File: src/sv/asc_pkg.sv
// ============================================================================
// asc_pkg: shared types and constants for the alarm and snooze controller
// Holds the mode encoding, event codes, register indexes and the structs
// that pass configuration, state, items and results between modules.
// ============================================================================
package asc_pkg;

    // Event codes carried by the func field of an input item.
    localparam logic [2:0] FUNC_TICK        = 3'd0;
    localparam logic [2:0] FUNC_DISMISS     = 3'd1;
    localparam logic [2:0] FUNC_SNOOZE      = 3'd2;
    localparam logic [2:0] FUNC_ARM_WAKE    = 3'd3;
    localparam logic [2:0] FUNC_DISARM_WAKE = 3'd4;
    localparam logic [2:0] FUNC_ARM_SLEEP   = 3'd5;
    localparam logic [2:0] FUNC_DISARM_SLEEP = 3'd6;

    // Configuration register indexes.
    localparam int unsigned CFG_INDEX_W = 3;
    localparam int unsigned CFG_DATA_W  = 7;
    localparam logic [CFG_INDEX_W-1:0] CFG_WAKE_HOUR      = 3'd0;
    localparam logic [CFG_INDEX_W-1:0] CFG_WAKE_MINUTE    = 3'd1;
    localparam logic [CFG_INDEX_W-1:0] CFG_WAKE_INTENSITY = 3'd2;
    localparam logic [CFG_INDEX_W-1:0] CFG_SLEEP_HOUR     = 3'd3;
    localparam logic [CFG_INDEX_W-1:0] CFG_SLEEP_MINUTE   = 3'd4;

    // Status codes reported on the result.
    localparam logic [1:0] STATUS_DISABLED = 2'd0;
    localparam logic [1:0] STATUS_ENABLED  = 2'd1;
    localparam logic [1:0] STATUS_RINGING  = 2'd2;
    localparam logic [1:0] STATUS_SNOOZED  = 2'd3;

    // Timing constants.
    localparam logic [31:0] AUDIO_WINDOW     = 32'd300;
    localparam logic [6:0]  REMIND_LEAD      = 7'd30;
    localparam logic [6:0]  MINUTES_PER_HOUR = 7'd60;
    localparam logic [5:0]  LAST_HOUR        = 6'd23;
    localparam logic [13:0] SECS_PER_MIN     = 14'd60;

    typedef enum logic [3:0] {
        MODE_DISABLED = 4'b0001,
        MODE_ENABLED  = 4'b0010,
        MODE_RINGING  = 4'b0100,
        MODE_SNOOZED  = 4'b1000
    } t_mode;

    typedef struct packed {
        logic [5:0] wk_hr;
        logic [6:0] wk_mn;
        logic       wk_loud;
        logic [5:0] bed_hr;
        logic [6:0] bed_mn;
    } t_cfg;

    typedef struct packed {
        t_mode       wake_mode;
        t_mode       sleep_mode;
        logic [31:0] wake_snooze_end;
        logic [31:0] sleep_snooze_end;
        logic        reminder_done;
        logic        audio_active;
        logic [31:0] audio_begin;
    } t_state;

    typedef struct packed {
        logic [2:0]  func;
        logic [31:0] now_seconds;
        logic [4:0]  now_hour;
        logic [5:0]  now_minute;
        logic [7:0]  snooze_minutes;
    } t_item;

    typedef struct packed {
        logic       wake_ring;
        logic       ring_strength;
        logic       sleep_remind;
        logic       audio_start;
        logic       audio_stop;
        logic       wake_dismissed;
        logic       sleep_dismissed;
        logic [1:0] wake_status;
        logic [1:0] sleep_status;
    } t_result;

    function automatic logic [1:0] mode_code(input t_mode mode);
        logic [1:0] code;
        unique case (mode)
            MODE_DISABLED: code = STATUS_DISABLED;
            MODE_ENABLED:  code = STATUS_ENABLED;
            MODE_RINGING:  code = STATUS_RINGING;
            MODE_SNOOZED:  code = STATUS_SNOOZED;
            default:       code = STATUS_DISABLED;
        endcase
        return code;
    endfunction

endpackage

File: src/sv/alarm_snooze_controller.sv
// ============================================================================
// alarm_snooze_controller: wake and sleep alarm controller
// Takes one event item per cycle while results are taken and returns one result item per event.
// ============================================================================
//
//  Channel   Signals                                   Direction
//  -------   ---------------------------------------   ---------
//  input     i_in_valid / o_in_ready, event fields     into block
//  output    o_out_valid / i_out_ready, result fields  out of block
//  config    i_cfg_valid / o_cfg_ready, index, data    into block
//
//  An accepted item lands in the input register; its result is then computed
//  by the event logic and written to the result register once that register
//  is free or is being emptied, and is shown from there.
//  A new item is accepted in every cycle while results are taken; the rate is
//  set by the single event-logic stage between the two registers.
//  When the result register is held by a stalled output, the input register
//  keeps its item and ready drops only once both registers are full.
//  Reset (synchronous, active low) disables both alarms, clears the snooze,
//  reminder and audio state, and marks all alarm times as not set.
//  Configuration writes are always taken in their own cycle.
//
module alarm_snooze_controller import asc_pkg::*; (
    input  logic                   i_clk,
    input  logic                   i_rst_n,
    // Event items.
    input  logic                   i_in_valid,
    output logic                   o_in_ready,
    input  logic [2:0]             i_func,
    input  logic [31:0]            i_now_seconds,
    input  logic [4:0]             i_now_hour,
    input  logic [5:0]             i_now_minute,
    input  logic [7:0]             i_snooze_minutes,
    // Result items.
    output logic                   o_out_valid,
    input  logic                   i_out_ready,
    output logic                   o_wake_ring,
    output logic                   o_ring_strength,
    output logic                   o_sleep_remind,
    output logic                   o_audio_start,
    output logic                   o_audio_stop,
    output logic                   o_wake_dismissed,
    output logic                   o_sleep_dismissed,
    output logic [1:0]             o_wake_status,
    output logic [1:0]             o_sleep_status,
    // Configuration writes.
    input  logic                   i_cfg_valid,
    output logic                   o_cfg_ready,
    input  logic [CFG_INDEX_W-1:0] i_cfg_index,
    input  logic [CFG_DATA_W-1:0]  i_cfg_data
);

    t_cfg    cfg;
    t_item   in_item;
    t_state  n_state;
    t_result step_result;
    logic    advance;
    logic    in_take;

    logic    r_in_valid;
    t_item   r_in;
    logic    r_out_valid;
    t_result r_out;
    t_state  r_state;

    // The register file never back-pressures a write.
    assign o_cfg_ready = 1'b1;

    asc_cfg_regs u_cfg_regs (
        .i_clk      (i_clk),
        .i_rst_n    (i_rst_n),
        .i_wr_en    (i_cfg_valid),
        .i_wr_index (i_cfg_index),
        .i_wr_data  (i_cfg_data),
        .o_cfg      (cfg)
    );

    // The held item moves on whenever the result register is free or is
    // being emptied in this cycle.
    assign advance    = r_in_valid && (!r_out_valid || i_out_ready);
    assign o_in_ready = !r_in_valid || advance;
    assign in_take    = i_in_valid && o_in_ready;

    assign in_item.func           = i_func;
    assign in_item.now_seconds    = i_now_seconds;
    assign in_item.now_hour       = i_now_hour;
    assign in_item.now_minute     = i_now_minute;
    assign in_item.snooze_minutes = i_snooze_minutes;

    asc_event_logic u_event_logic (
        .i_cfg    (cfg),
        .i_state  (r_state),
        .i_item   (r_in),
        .o_next   (n_state),
        .o_result (step_result)
    );

    always_ff @(posedge i_clk) begin
        if (!i_rst_n) begin
            r_in_valid  <= 1'b0;
            r_out_valid <= 1'b0;
        end else begin
            if (in_take) begin
                r_in_valid <= 1'b1;
            end else if (advance) begin
                r_in_valid <= 1'b0;
            end
            if (advance) begin
                r_out_valid <= 1'b1;
            end else if (i_out_ready) begin
                r_out_valid <= 1'b0;
            end
        end
    end

    // Payload registers carry no reset.
    always_ff @(posedge i_clk) begin
        if (in_take) begin
            r_in <= in_item;
        end
        if (advance) begin
            r_out <= step_result;
        end
    end

    // Alarm state changes only when an item is evaluated.
    always_ff @(posedge i_clk) begin
        if (!i_rst_n) begin
            r_state.wake_mode        <= MODE_DISABLED;
            r_state.sleep_mode       <= MODE_DISABLED;
            r_state.wake_snooze_end  <= '0;
            r_state.sleep_snooze_end <= '0;
            r_state.reminder_done    <= 1'b0;
            r_state.audio_active     <= 1'b0;
            r_state.audio_begin      <= '0;
        end else if (advance) begin
            r_state <= n_state;
        end
    end

    assign o_out_valid       = r_out_valid;
    assign o_wake_ring       = r_out.wake_ring;
    assign o_ring_strength   = r_out.ring_strength;
    assign o_sleep_remind    = r_out.sleep_remind;
    assign o_audio_start     = r_out.audio_start;
    assign o_audio_stop      = r_out.audio_stop;
    assign o_wake_dismissed  = r_out.wake_dismissed;
    assign o_sleep_dismissed = r_out.sleep_dismissed;
    assign o_wake_status     = r_out.wake_status;
    assign o_sleep_status    = r_out.sleep_status;

endmodule

File: src/sv/asc_cfg_regs.sv
// ============================================================================
// asc_cfg_regs: configuration register file
// Holds the alarm times and ring intensity; writes beyond the last index
// are dropped.
// ============================================================================
module asc_cfg_regs import asc_pkg::*; (
    input  logic                   i_clk,
    input  logic                   i_rst_n,
    input  logic                   i_wr_en,
    input  logic [CFG_INDEX_W-1:0] i_wr_index,
    input  logic [CFG_DATA_W-1:0]  i_wr_data,
    output t_cfg                   o_cfg
);

    t_cfg r_cfg;
    t_cfg n_cfg;

    always_comb begin
        n_cfg = r_cfg;
        if (i_wr_en) begin
            unique case (i_wr_index)
                CFG_WAKE_HOUR:      n_cfg.wk_hr   = i_wr_data[5:0];
                CFG_WAKE_MINUTE:    n_cfg.wk_mn   = i_wr_data;
                CFG_WAKE_INTENSITY: n_cfg.wk_loud = i_wr_data[0];
                CFG_SLEEP_HOUR:     n_cfg.bed_hr  = i_wr_data[5:0];
                CFG_SLEEP_MINUTE:   n_cfg.bed_mn  = i_wr_data;
                default: ;
            endcase
        end
    end

    // Unset times reset to all ones, which reads as -1.
    always_ff @(posedge i_clk) begin
        if (!i_rst_n) begin
            r_cfg.wk_hr   <= '1;
            r_cfg.wk_mn   <= '1;
            r_cfg.wk_loud <= 1'b0;
            r_cfg.bed_hr  <= '1;
            r_cfg.bed_mn  <= '1;
        end else begin
            r_cfg <= n_cfg;
        end
    end

    assign o_cfg = r_cfg;

endmodule

File: src/sv/asc_event_logic.sv
// ============================================================================
// asc_event_logic: next-state and result logic for one item
// Purely combinational; evaluates one event against the current state.
// ============================================================================
module asc_event_logic import asc_pkg::*; (
    input  t_cfg    i_cfg,
    input  t_state  i_state,
    input  t_item   i_item,
    output t_state  o_next,
    output t_result o_result
);

    logic        wake_set;
    logic        sleep_set;
    logic        wake_match;
    logic        sleep_match;
    logic        remind_match;
    logic        wake_expired;
    logic        sleep_expired;
    logic        audio_expired;
    logic        lead_fits;
    logic [6:0]  remind_minute;
    logic [5:0]  remind_hour;
    logic [6:0]  now_minute_ext;
    logic [5:0]  now_hour_ext;
    logic [13:0] snooze_secs;
    logic [31:0] snooze_end;
    logic [31:0] audio_age;

    // A time is set when neither hour nor minute is negative.
    assign wake_set  = !i_cfg.wk_hr[5] && !i_cfg.wk_mn[6];
    assign sleep_set = !i_cfg.bed_hr[5] && !i_cfg.bed_mn[6];

    assign now_hour_ext   = {1'b0, i_item.now_hour};
    assign now_minute_ext = {1'b0, i_item.now_minute};

    assign wake_match  = (now_hour_ext == i_cfg.wk_hr)
                      && (now_minute_ext == i_cfg.wk_mn);
    assign sleep_match = (now_hour_ext == i_cfg.bed_hr)
                      && (now_minute_ext == i_cfg.bed_mn);

    // Reminder time is sleep time less the lead, borrowing an hour and
    // wrapping midnight back to the last hour of the day.
    assign lead_fits     = i_cfg.bed_mn >= REMIND_LEAD;
    assign remind_minute = lead_fits ? (i_cfg.bed_mn - REMIND_LEAD)
                                     : (i_cfg.bed_mn + (MINUTES_PER_HOUR - REMIND_LEAD));
    assign remind_hour   = lead_fits ? i_cfg.bed_hr
                         : ((i_cfg.bed_hr == 6'd0) ? LAST_HOUR : (i_cfg.bed_hr - 6'd1));
    assign remind_match  = (now_hour_ext == remind_hour) && (now_minute_ext == remind_minute);

    assign snooze_secs = {6'd0, i_item.snooze_minutes} * SECS_PER_MIN;
    assign snooze_end  = i_item.now_seconds + {18'd0, snooze_secs};

    assign wake_expired  = i_item.now_seconds >= i_state.wake_snooze_end;
    assign sleep_expired = i_item.now_seconds >= i_state.sleep_snooze_end;
    assign audio_age     = i_item.now_seconds - i_state.audio_begin;
    assign audio_expired = audio_age >= AUDIO_WINDOW;

    always_comb begin
        o_next   = i_state;
        o_result = '0;
        unique case (i_item.func)
            FUNC_TICK: begin
                priority if (i_state.wake_mode == MODE_ENABLED && wake_set) begin
                    if (wake_match) begin
                        o_next.wake_mode   = MODE_RINGING;
                        o_result.wake_ring = 1'b1;
                    end
                end else if (i_state.wake_mode == MODE_SNOOZED) begin
                    if (wake_expired) begin
                        o_next.wake_mode   = MODE_RINGING;
                        o_result.wake_ring = 1'b1;
                    end
                end else begin
                end
                priority if (i_state.sleep_mode == MODE_ENABLED && sleep_set) begin
                    if (!i_state.reminder_done && remind_match) begin
                        o_next.reminder_done  = 1'b1;
                        o_result.sleep_remind = 1'b1;
                    end
                    if (sleep_match && !i_state.audio_active) begin
                        o_next.audio_active  = 1'b1;
                        o_next.audio_begin   = i_item.now_seconds;
                        o_result.audio_start = 1'b1;
                    end
                    if (i_state.audio_active && audio_expired) begin
                        o_next.audio_active = 1'b0;
                        o_result.audio_stop = 1'b1;
                    end
                end else if (i_state.sleep_mode == MODE_SNOOZED) begin
                    if (sleep_expired) begin
                        o_next.sleep_mode     = MODE_RINGING;
                        o_result.sleep_remind = 1'b1;
                    end
                end else begin
                end
            end
            FUNC_DISMISS: begin
                if (i_state.wake_mode == MODE_RINGING) begin
                    o_next.wake_mode        = MODE_DISABLED;
                    o_next.wake_snooze_end  = '0;
                    o_result.wake_dismissed = 1'b1;
                end
                if (i_state.sleep_mode == MODE_RINGING) begin
                    o_next.sleep_mode        = MODE_DISABLED;
                    o_next.sleep_snooze_end  = '0;
                    o_next.audio_active      = 1'b0;
                    o_result.sleep_dismissed = 1'b1;
                end
            end
            FUNC_SNOOZE: begin
                if (i_state.wake_mode == MODE_RINGING) begin
                    o_next.wake_snooze_end = snooze_end;
                    o_next.wake_mode       = MODE_SNOOZED;
                end
                if (i_state.sleep_mode == MODE_RINGING) begin
                    o_next.sleep_snooze_end = snooze_end;
                    o_next.sleep_mode       = MODE_SNOOZED;
                end
            end
            FUNC_ARM_WAKE: begin
                if (wake_set) begin
                    o_next.wake_mode = MODE_ENABLED;
                end
            end
            FUNC_DISARM_WAKE: begin
                o_next.wake_mode = MODE_DISABLED;
            end
            FUNC_ARM_SLEEP: begin
                if (sleep_set) begin
                    o_next.sleep_mode    = MODE_ENABLED;
                    o_next.reminder_done = 1'b0;
                end
            end
            FUNC_DISARM_SLEEP: begin
                o_next.sleep_mode    = MODE_DISABLED;
                o_next.reminder_done = 1'b0;
                o_next.audio_active  = 1'b0;
            end
            default: ;
        endcase
        o_result.ring_strength = o_result.wake_ring & i_cfg.wk_loud;
        o_result.wake_status   = mode_code(o_next.wake_mode);
        o_result.sleep_status  = mode_code(o_next.sleep_mode);
    end

endmodule

File: config.mk
export PLATFORM = sky130hd
export DESIGN_NAME = alarm_snooze_controller
export DESIGN_NICKNAME = d
export VERILOG_FILES = /design/src/sv/asc_pkg.sv /design/src/sv/alarm_snooze_controller.sv /design/src/sv/asc_cfg_regs.sv /design/src/sv/asc_event_logic.sv
export SDC_FILE = /design/constraint.sdc
export NUM_CORES = 1
export LEC_CHECK = 0
export BUFFER_PORTS_ARGS = -buffer_cell sky130_fd_sc_hd__buf_2
export CORE_MARGIN = 2
export CORE_UTILIZATION = 40
export CTS_CLUSTER_SIZE = 10
export DETAILED_ROUTE_END_ITERATION = 6
export GPL_ROUTABILITY_DRIVEN = 0
export HOLD_SLACK_MARGIN = 0.06
export MAX_ROUTING_LAYER = met4
export PLACE_DENSITY = 0.54
export SYNTH_ARGS = -nofsm -noshare
export SYNTH_HDL_FRONTEND = slang
export SYNTH_SLANG_ARGS = --single-unit
File: constraint.sdc
create_clock -name i_clk -period 7.4 [get_ports i_clk]
set_input_delay 0.37 -clock i_clk [delete_from_list [all_inputs] [get_ports i_clk]]
set_output_delay 0.37 -clock i_clk [all_outputs]
set_load 0.02 [all_outputs]
==> flow_results.org <==
** Placed design
- Buffers placed on the I/O ports in this run total 81.
- Once detailed placement completed, the half-perimeter wirelength came to 25.4 mm.
- Summing all placed instances gives a cell area of 0.0140 mm².

** Logic synthesis
- Syn_nets :: 1769
- A synthesized cell averages ~8.5 µm².
- Dominant cell type by area after synthesis :: sky130_fd_sc_hd__dfxtp_1
- Synthesized area :: ~0.013 mm²
- Post-synthesis compound-gate area fraction :: 15.7%
- Cell with the most instances after synthesis :: sky130_fd_sc_hd__nand2_1
- Area share of fa/ha/maj cells after synthesis :: 14.0%
- Of the post-synthesis cell area, the part taken by muxes is roughly 3.3%.
- Synthesis-stage register bit count :: 200
- Top flip-flop cell by instance count after synthesis :: sky130_fd_sc_hd__dfxtp_1
- List of most frequent post-synthesis cells :: sky130_fd_sc_hd__nand2_1, sky130_fd_sc_hd__inv_1, sky130_fd_sc_hd__dfxtp_1
- Asr flop ratio synth :: 0%
- By area the synthesized netlist is led by sky130_fd_sc_hd__dfxtp_1, sky130_fd_sc_hd__edfxtp_1, sky130_fd_sc_hd__ha_1.
- Fraction of synthesized cell area in xor and xnor cells :: 5.40%
- Post-Synthesis Cells :: about 1600
- By area, the combinational part of the netlist is dominated by simple AND/OR/NAND/NOR gates.
- The Yosys step of the flow raised 0 warnings.
- Top cell type's share of synthesized area :: roughly a fifth
- Count of flip-flops with a built-in enable after synthesis :: 65
- The share of the Yosys chip area taken by registers is between 30% and 40%.
- Cell variety after synth :: 86
- Of the total synthesized cell area, the portion taken by AND, OR, NAND and NOR gates is between 20 and 25%.

** Setup path
- FF-to-FF path depth :: 20
- End of the worst register-to-register path :: r_state[93]
- Category of the worst setup path capture point :: register
- Critical-path maximum fanout :: 6
- The startpoint identified for the worst register-to-register timing path is r_in[0].
- At the worst endpoint, the arrival time is 5480 ps.
- Kind of cell with the highest combined delay on the critical path :: adder cells
- The critical path contains buffers and inverters numbering 2 combined.
- Critical Path Most Common Cell :: sky130_fd_sc_hd__fa_1
- Worst setup slack for register-to-register paths :: around 2200 ps
- The worst setup path is launched from a register.
- Walking the worst path, the cells encountered are fa_1 -> fa_1 -> inv_1 -> fa_1 -> inv_1 -> a21oi_1 -> o21ai_0 -> a21oi_1 -> nor2b_1 -> nor2_1 -> xnor2_1 -> ha_1 -> nand2_1 -> or4_1 -> o221ai_1 -> o41ai_2 -> nor2_1 -> nand3_1 -> xor2_1 -> o21ai_1.
- The slowest stage of the critical path belongs to the cell sky130_fd_sc_hd__fa_1.
- Type of the worst setup path :: reg2reg
- STA puts the critical path data required time at slightly below 8000 ps.
- On the worst path, the slowest cell contributes a delay of 540 ps.

** Pwr
- Internal power comes to 0.00194 W.
- Power density normalized to cell area :: 197 mW/mm²
- Standby leakage power :: 5.84 nW
- Switching Share :: 32.9%
- Power share of the clock group :: 33.5%
- Sequential group share of total power :: 42.1%
- For this design the total switching power over the nets is approximately 0.00095 W.
- Overall Power :: 0.00289 W
- VDD sags by at most 0.164 mV.
- The share of total power dissipated in combinational logic is 24.4%.

** Global route
- Via count of the first global-routing pass :: 10500
- Largest net degree at the start of global routing :: 77
- All-Layer GR Usage :: 20.5%
- GR Overflow Total :: 0
- The first global-routing pass estimated ~56 mm of wire.
- Antenna violations before repair :: 0

** Clocking
- Clock Path Buffers :: 2
- Count of cells resized by post-cts repair :: 0
- Count of buffers added by post-CTS timing repair for setup :: 0
- Clock Root Buffer :: sky130_fd_sc_hd__clkbuf_16
- The number of clock buffers added by TritonCTS is 17.
- After clock tree synthesis, the clock-pin slew on the worst setup and hold paths is ~80 ps.
- The H-tree was split into 4 levels.
- Clock latency reported for the late side of the worst-skew pair :: 460 ps
- Count of hold-fix buffers inserted at cts :: 0
- TritonCTS Sinks :: 200
- TritonCTS built the clock tree.

** STA
- Final setup fails :: 0
- The number of pins with negative max-slew slack in the final report is 0.
- Slew HR :: 13.8%
- Achievable Freq :: 0.194 GHz
- In the finished design, the share of the clock period the worst path needs comes to 69.7%.
- For the pin with the worst max-slew slack, the measured transition is 1290 ps.
- Clock Skews :: 16.6 ps
- The count of final hold-check violations is 0.
- Setup repair after global routing missed its margin :: no
- Counting I/O delays and the setup requirement, the final critical path takes 5150 ps.
- Setup total negative slack on the finished layout was measured at 0 ps.

** Floorplanning
- Number of ports placed on the die boundary :: 83
- In this run the standard cell core region covers 0.0326 mm².
- The floorplan step defined a die boundary enclosing around 0.035 mm².
- Initial core utilization :: 40.8%
- Standard-cell row count :: 66
- In this run the vertical extent of the chip is 186 µm.
- Horiz. Die Dim :: 186 µm

** Final layout
- After the last flow step, the layout net total stands at 1813.
- Filler Cells Inserted :: 3253
- Final cell utilization of the core :: 44.9%
- The area growth from synthesis to layout is 9.94%.
- 0 antenna diodes ended up in the layout.
- Share of cells above drive strength 1 :: 9.46%
- Layout Cell Area excl Fill :: around 0.015 mm²

** Drt
- Final Routed Wirelength :: 34.6 mm
- Mean routed wirelength per cell :: 16.8 µm
- Detailed-route DRC error count :: 0
- Final ANT Viol Nets :: 0
- Iter 0 DRT Violations :: about 920
- In the routed layout, each cell is associated on average with a via count of 5.32.
- For this block, the via count after detailed routing is 11000.
- Drt first pass iters :: 7

** Outcome
- The flow ran to the end, and the final reports show no timing, DRC or antenna violations.

** Worst hold path
- The path with the worst hold slack has its endpoint at r_in[13].
- The startpoint identified for the worst hold timing path is i_now_minute[5].
- The worst hold path belongs to the class in2reg.
- Counting instances, the worst hold path has a depth of 1.

** Run
- Across the run, the number of max-cap violations was 0.
-- worst max path at each step --
stage | slack [ps] | cells past startpoint | start | to
after floorplan | 2670 | 21 | r_in[3] | r_state[64]
after global placement | 2320 | 20 | r_in[0] | r_state[93]
after detailed placement | 2200 | 20 | r_in[0] | r_state[63]
after CTS | 2190 | 20 | r_in[0] | r_state[93]
after global routing | 1760 | 20 | r_in[0] | r_state[93]
final | 2250 | 20 | r_in[0] | r_state[93]
-- power groups by stage --
stage	registers, W	clock network [W]	logic, W
2_1_floorplan	0.00122	0	0.000542
3_3_place_gp	0.00124	0	0.000690
3_5_place_dp	0.00124	0	0.000698
4_1_cts	0.00122	0.000998	0.000703
5_1_grt	0.00122	0.00103	0.000795
6_report	0.00122	0.000966	0.000705
-- flip-flops by register name, summed over array words and instances, names as in the netlist, 2 cells and up --
| name | flops |
|---|---|
| o_sleep_status | 2 |
| o_wake_status | 2 |
| r_in | 54 |
| r_state | 106 |
| u_cfg_regs.o_cfg | 27 |
-- placed cells by master (no fill, tap or decap), types with 10 or more instances in the layout --
cell / netlist / layout
sky130_fd_sc_hd__nand2_1: 192 / 191
sky130_fd_sc_hd__inv_1: 148 / 147
sky130_fd_sc_hd__dfxtp_1: 135 / 135
sky130_fd_sc_hd__ha_1: 125 / 125
sky130_fd_sc_hd__nor2_1: 116 / 116
sky130_fd_sc_hd__a21oi_1: 107 / 107
sky130_fd_sc_hd__buf_2: 10 / 81
sky130_fd_sc_hd__nand3_1: 70 / 70
sky130_fd_sc_hd__edfxtp_1: 65 / 65
sky130_fd_sc_hd__o21ai_0: 58 / 58
sky130_fd_sc_hd__xnor2_1: 49 / 49
sky130_fd_sc_hd__nor3_1: 45 / 43
sky130_fd_sc_hd__mux2i_1: 40 / 40
sky130_fd_sc_hd__xor2_1: 33 / 33
sky130_fd_sc_hd__a21o_1: 30 / 30
sky130_fd_sc_hd__nand4_1: 26 / 26
sky130_fd_sc_hd__clkbuf_16: 0 / 17
sky130_fd_sc_hd__o21ai_1: 15 / 15
sky130_fd_sc_hd__fa_1: 15 / 15
sky130_fd_sc_hd__nand2b_1: 14 / 14
sky130_fd_sc_hd__nor2b_1: 13 / 13
sky130_fd_sc_hd__o211ai_1: 12 / 12
sky130_fd_sc_hd__nor3b_1: 12 / 12
sky130_fd_sc_hd__a31oi_1: 10 / 10
-- routing by layer --
| metal | part of all wire (%) | GRT usage [%] | vias up |
|---|---|---|---|
| met1 | 49 | 27.6 | 5133 |
| met4 | 1.7 | 5.05 | 0 |
| met2 | 45 | 32.7 | 230 |
| met3 | 3.6 | 2.90 | 41 |
| met5 | 0 | - | - |
| li1 | - | - | 5547 |
-- cells by family (layout without fill, tap and decap cells) --
group,after synthesis,after routing
simple gates,557,557
compound gates,326,326
buf+inv,211,268
flops,200,200
fa+ha+maj,140,140
xor+xnor,82,82
mux,43,43
other cells,1,1
-- through the flow --
stage	hold slack, ps	cells	worst slack [ps]
after global routing	62.1	2059	1760
after detailed placement	439	2027	2200
after CTS	67.0	2059	2190
after floorplan	425	1560	2670
final	79.6	2059	2250
after global placement	439	2027	2320
-- area by class of cell --
| type | instances | area, µm² | area share (%) |
|---|---|---|---|
| clock buffers | 19 | 443 | 3.03 |
| clock inverters | 13 | 158 | 1.08 |
| inverters | 148 | 556 | 3.80 |
| multi-input cells | 1149 | 7810 | 53.4 |
| flip-flops and latches | 200 | 4650 | 31.8 |
| well taps | 442 | 553 | 3.78 |
| repair buffers | 88 | 458 | 3.13 |
No activity file was read; power rests on OpenSTA's default activity.
